`src/design/grid_trilinear_interpolator_unit_defines.svh`:
```
// Assertion macros shared by the grid interpolator RTL.
// Depends on nothing; included by the modules that assert.
`ifndef GRID_TRILINEAR_INTERPOLATOR_UNIT_DEFINES_SVH
`define GRID_TRILINEAR_INTERPOLATOR_UNIT_DEFINES_SVH

// Assert that an antecedent implies a consequent on the next cycle.
`define GTI_ASSERT_NEXT(label, clk, rst_n, ante, cons) \
    label: assert property (@(posedge clk) disable iff (!rst_n) (ante) |=> (cons)) \
        else $error("assertion failed");

// Assert that a condition holds at every clock edge outside reset.
`define GTI_ASSERT_ALWAYS(label, clk, rst_n, cond) \
    label: assert property (@(posedge clk) disable iff (!rst_n) (cond)) \
        else $error("assertion failed");

`endif

```
`src/design/gti_pkg.sv`:
```
// Package for the grid interpolator: payload types, constants, state enums.
// Depends on nothing.
`default_nettype none
package gti_pkg;
    localparam int STORE_DEPTH = 4096;
    localparam int FRAC_BITS   = 16;
    localparam int ADDR_W      = $clog2(STORE_DEPTH);
    localparam int REG_W       = 64;
    localparam int IDX_W       = 3;
    localparam int PTS_W       = 9;

    localparam logic [IDX_W-1:0] REG_X_BOUNDS = 3'd0;
    localparam logic [IDX_W-1:0] REG_Y_BOUNDS = 3'd1;
    localparam logic [IDX_W-1:0] REG_Z_BOUNDS = 3'd2;
    localparam logic [IDX_W-1:0] REG_POINTS_X = 3'd3;
    localparam logic [IDX_W-1:0] REG_POINTS_Y = 3'd4;
    localparam logic [IDX_W-1:0] REG_POINTS_Z = 3'd5;

    localparam logic OP_WRITE = 1'b0;
    localparam logic OP_QUERY = 1'b1;

    typedef struct packed {
        logic               opcode;
        logic [11:0]        entry_index;
        logic signed [31:0] entry_value;
        logic signed [31:0] point_x;
        logic signed [31:0] point_y;
        logic signed [31:0] point_z;
    } t_req;

    typedef struct packed {
        logic signed [31:0] interp_value;
        logic               status;
    } t_rsp;

    // Divider request/response between sequencer and divider.
    typedef struct packed {
        logic        start;
        logic [47:0] num;
        logic [32:0] den;
    } t_div_req;

    typedef struct packed {
        logic        done;
        logic [47:0] quo;
        logic [32:0] rem;
    } t_div_rsp;

    typedef enum logic [3:0] {
        S_IDLE, S_CHECK, S_AXIS, S_DIVC, S_WAITC, S_DIVF, S_WAITF,
        S_RD, S_RDW, S_BLEND, S_DONE
    } t_state;
endpackage
`default_nettype wire

```
`src/design/gti_divider.sv`:
```
// Radix-2 restoring divider, one quotient bit per cycle.
// Depends on gti_pkg.
`default_nettype none
module gti_divider
    import gti_pkg::*;
(
    input  wire logic     i_clk,
    input  wire logic     i_rst_n,
    input  wire t_div_req i_req,
    output t_div_rsp      o_rsp
);
    localparam int NW = 48;
    localparam int CW = $clog2(NW + 1);

    logic [NW-1:0] r_quo, n_quo;
    logic [33:0]   r_rem, n_rem;
    logic [32:0]   r_den;
    logic [CW-1:0] r_cnt, n_cnt;
    logic          r_busy, n_busy, r_done, n_done;
    logic [33:0]   shifted;
    logic [34:0]   diff;

    always_comb begin
        shifted = {r_rem[32:0], r_quo[NW-1]};
        diff    = {1'b0, shifted} - {2'b0, r_den};
        n_quo   = r_quo;
        n_rem   = r_rem;
        n_cnt   = r_cnt;
        n_busy  = r_busy;
        n_done  = 1'b0;
        if (i_req.start) begin
            n_quo  = i_req.num;
            n_rem  = '0;
            n_cnt  = CW'(NW);
            n_busy = 1'b1;
        end else if (r_busy) begin
            if (!diff[34]) begin
                n_rem = diff[33:0];
                n_quo = {r_quo[NW-2:0], 1'b1};
            end else begin
                n_rem = shifted;
                n_quo = {r_quo[NW-2:0], 1'b0};
            end
            n_cnt = r_cnt - 1'b1;
            if (r_cnt == CW'(1)) begin
                n_busy = 1'b0;
                n_done = 1'b1;
            end
        end
    end

    always_ff @(posedge i_clk) begin
        if (!i_rst_n) begin
            r_busy <= 1'b0;
            r_done <= 1'b0;
            r_cnt  <= '0;
        end else begin
            r_busy <= n_busy;
            r_done <= n_done;
            r_cnt  <= n_cnt;
        end
        r_quo <= n_quo;
        r_rem <= n_rem;
        if (i_req.start) r_den <= i_req.den;
    end

    assign o_rsp.done = r_done;
    assign o_rsp.quo  = r_quo;
    assign o_rsp.rem  = r_rem[32:0];
endmodule
`default_nettype wire

```
`config.mk`:
```
export PLATFORM = sky130hd
export DESIGN_NAME = gti_divider
export DESIGN_NICKNAME = d
export VERILOG_FILES = /design/src/design/grid_trilinear_interpolator_unit_defines.svh /design/src/design/gti_pkg.sv /design/src/design/gti_divider.sv
export SDC_FILE = /design/constraint.sdc
export NUM_CORES = 1
export LEC_CHECK = 0
export BUFFER_PORTS_ARGS = -buffer_cell sky130_fd_sc_hd__buf_2
export CAP_MARGIN = 10
export CORE_MARGIN = 5
export CORE_UTILIZATION = 54
export CTS_CLUSTER_SIZE = 20
export DETAILED_ROUTE_END_ITERATION = 10
export PLACE_DENSITY_LB_ADDON = 0.08
export SLEW_MARGIN = 40
export SYNTH_ARGS = -nofsm -noshare
export SYNTH_HDL_FRONTEND = slang
export SYNTH_SLANG_ARGS = --single-unit
```
`constraint.sdc`:
```
create_clock -name i_clk -period 3.4 [get_ports i_clk]
set_clock_uncertainty 0.15 [all_clocks]
set_input_delay 0.68 -clock i_clk [delete_from_list [all_inputs] [get_ports i_clk]]
set_output_delay 0.68 -clock i_clk [all_outputs]
set_load 0.005 [all_outputs]
```
==> metrics.yaml <==
sta:
  slew_headroom_pct: 56.9
  max_freq_ghz: 0.319
  worst_pin_slew_ns: 0.646
  setup_viol: 0
  fin_crit_sh_pct: 92.3
  rsz0062_at_grt: "no"
  setup_ws_ns: 0.263
  tns_ns: 0
  fin_crit_ns: 3.14
  holdWs_ns: 0.283
  final_max_slew_viol_count: 0
  hold_violations: 0
yosys:
  synthFlopType: "edfxtp_1"
  ys_async_sr_fraction_pct: 0
  ys_types: 65
  avgSynthCellArea_um2: 10.4
  synthesis.instances: 651
  ys_ff_latch: 122
  mappedNetlistArea_um2: 6800
  yosys_warnings: 0
  synth_fp_nets: 771
  ys_seq_area_share_pct: 47.9
  synth_edf_count: 81
routing:
  drt_iter0_drc: 327
  firstDrtPassIters: 5
  ant_nets: 0
  wire_per_inst_um: 17.0
  avgViaCountPerCell: 5.52
  remaining_drc_errors: 0
  via_count: 5543
  drt-total-wl_um: 17100
worst_setup_path:
  cp.arrival_ns: 3.31
  crit_type: "reg -> reg"
  reg2reg_slack_ns: 0.26
  cp-end-kind: "register"
  cp.required_ns: 3.58
  crit_path_start_kind: "register"
  cp_max_fo: 20
floorplanning:
  io_pins: 166
  die_w_um: 122
  num_rows: 41
  initial_core_util_pct: 54.5
  die_h_um: 122
  fp.dieArea_um2: 14900
  core_um2: 12500
clock_tree:
  postCtsSetupBuffers: 0
  cts_resized: 0
  clk_latency_ns: 0.42
  clock_path_buffers: 2
  clkTransAtPathRegs_ns: 0.05
  cts_max_level: 4
  cts_root_buf: "clkbuf_16"
  cts_tree: "yes"
  ctsHoldBuffers: 0
  numCtsBuffers: 17
  clock_sinks: 122
global_routing:
  grt_pass1_vias: 5673
  grt.total_usage_pct: 23.7
  grt_max_degree: 52
  overflow: 0
  grt_pass1_wl_um: 27700
  antenna_found_initial: 0
status:
  status: "completed"
power_and_ir_drop:
  p_seq_share_pct: 40.2
  p_switching_w: 0.00111
  power_leakage_nw: 3.77
  combPwrFrac_pct: 16.6
  intPower_w: 0.00336
  vdd_drop_max_mv: 0.392
  switching_share_pct: 24.8
  power_density_nw_per_um2: 528
  pwr-share-clk_pct: 43.3
finish:
  fin_nets: 940
  layout_common_cells: "buf_2 (164), edfxtp_1 (81), nand2_1 (65)"
  area_delta_synth_final_pct: 24.6
  antenna_cells: 0
  drive_above_1_share_pct: 31.8
  final_common_cell: "buf_2"
flow_run:
  max-cap-violations: 0
place:
  routabilityCongestion: 0.933
  io_buffers: 165
  hpwl_um: 12500
  pre_cts_ws_ns: 0.219
min_path:
  hp-class: "in -> reg"
[metal layers]
metal  vias up  GRT usage (%)  wire length, µm
met5         -              0                0
met3        20           9.15             1440
li1       2720              -                -
met2       173           39.4             8360
met1      2630           28.3             7030
met4         0           7.70              223
[cell usage after synthesis, types with 2 or more instances]
library cell | number | area share, %
o21ai_1 | 7 | 0.52
and3_1 | 6 | 0.55
xnor2_1 | 23 | 3.0
and2_1 | 3 | 0.28
or3_1 | 4 | 0.37
inv_1 | 44 | 2.4
o21ai_0 | 20 | 1.5
and4_1 | 2 | 0.26
a22oi_1 | 4 | 0.44
nor3_1 | 5 | 0.37
nand2_1 | 65 | 3.6
dfxtp_1 | 41 | 12
o31ai_1 | 7 | 0.77
or4_1 | 3 | 0.33
nand3_1 | 9 | 0.66
a21oi_1 | 34 | 2.5
ha_1 | 35 | 6.4
nor2b_1 | 3 | 0.28
a31oi_1 | 2 | 0.18
mux2i_1 | 9 | 1.3
nand2b_1 | 6 | 0.55
o41ai_1 | 3 | 0.39
nand4_1 | 4 | 0.37
o21bai_1 | 4 | 0.44
a311oi_1 | 14 | 1.8
nor2_1 | 59 | 3.3
a21o_1 | 22 | 2.4
edfxtp_1 | 81 | 36
a211oi_1 | 9 | 0.99
buf_2 | 3 | 0.22
buf_1 | 2 | 0.11
clkbuf_1 | 23 | 1.3
mux2_2 | 48 | 8.0
xor2_1 | 7 | 0.90
o21a_1 | 8 | 0.88
nor4_1 | 2 | 0.18
a221o_1 | 2 | 0.29
[worst max-delay path: stages (launching register included)]
cell       delay (ns)
edfxtp_1         0.34
inv_1            0.05
ha_1             0.37
and4_1           0.26
and4_4           0.26
o211a_4          0.18
nand2_4          0.07
a21oi_4          0.19
o2111ai_2        0.14
and3_1           0.21
buf_4            0.21
or3_1            0.39
a311oi_1         0.25
[path summary, 6_finish.rpt]
| kind | from | end | cells past startpoint |
|---|---|---|---|
| worst max-delay path | r_den[11] | r_rem[5] | 12 |
| worst min-delay path | i_req[22] | r_den[22] | 1 |
| worst min register to register | r_rem[23] | r_rem[23] | 2 |
| worst max register to register | r_den[11] | r_rem[5] | 12 |
[logic make-up (layout without fill, tap and decap cells)]
family / after synthesis / after routing / share of synthesized area (%)
fa+ha+maj: 36 / 36 / 6.74
compound gates: 154 / 154 / 15.8
buf+inv: 74 / 256 / 4.31
xor+xnor: 30 / 30 / 3.87
flops: 122 / 122 / 47.9
mux: 57 / 57 / 9.28
simple gates: 178 / 178 / 12.1
[state kept, by name, indices dropped and copies added, names as in the netlist]
register  count
r_done        1
r_cnt         6
r_rem        33
r_busy        1
r_quo        48
r_den        33
[metrics by stage]
stage                     instance area, µm²  util (%)  instances  power, W
after floorplan                         6800         -        651   0.00229
after global placement                  7840      62.9        973   0.00253
after detailed placement                7840      62.9        973   0.00256
after CTS                               8460      67.9       1005   0.00450
after global routing                    8470      67.9       1005   0.00467
final                                   8470      67.9       1005   0.00447
[power by group through the flow]
stage	Clock (W)	Sequential (W)	Combinational, W
after floorplan	0	0.00182	0.000472
after global placement	0	0.00182	0.000717
after detailed placement	0	0.00182	0.000735
after CTS	0.00196	0.00180	0.000739
after global routing	0.00204	0.00181	0.000819
final	0.00193	0.00180	0.000741
[area by class of cell]
type,count,area [µm²]
well taps,172,215
fillers,979,4000
flip-flops and latches,122,3250
clock buffers,23,448
inverters,44,165
repair buffers,180,953
clock inverters,9,173
multi-input cells,455,3260
Power figures use the tool's default switching activity.
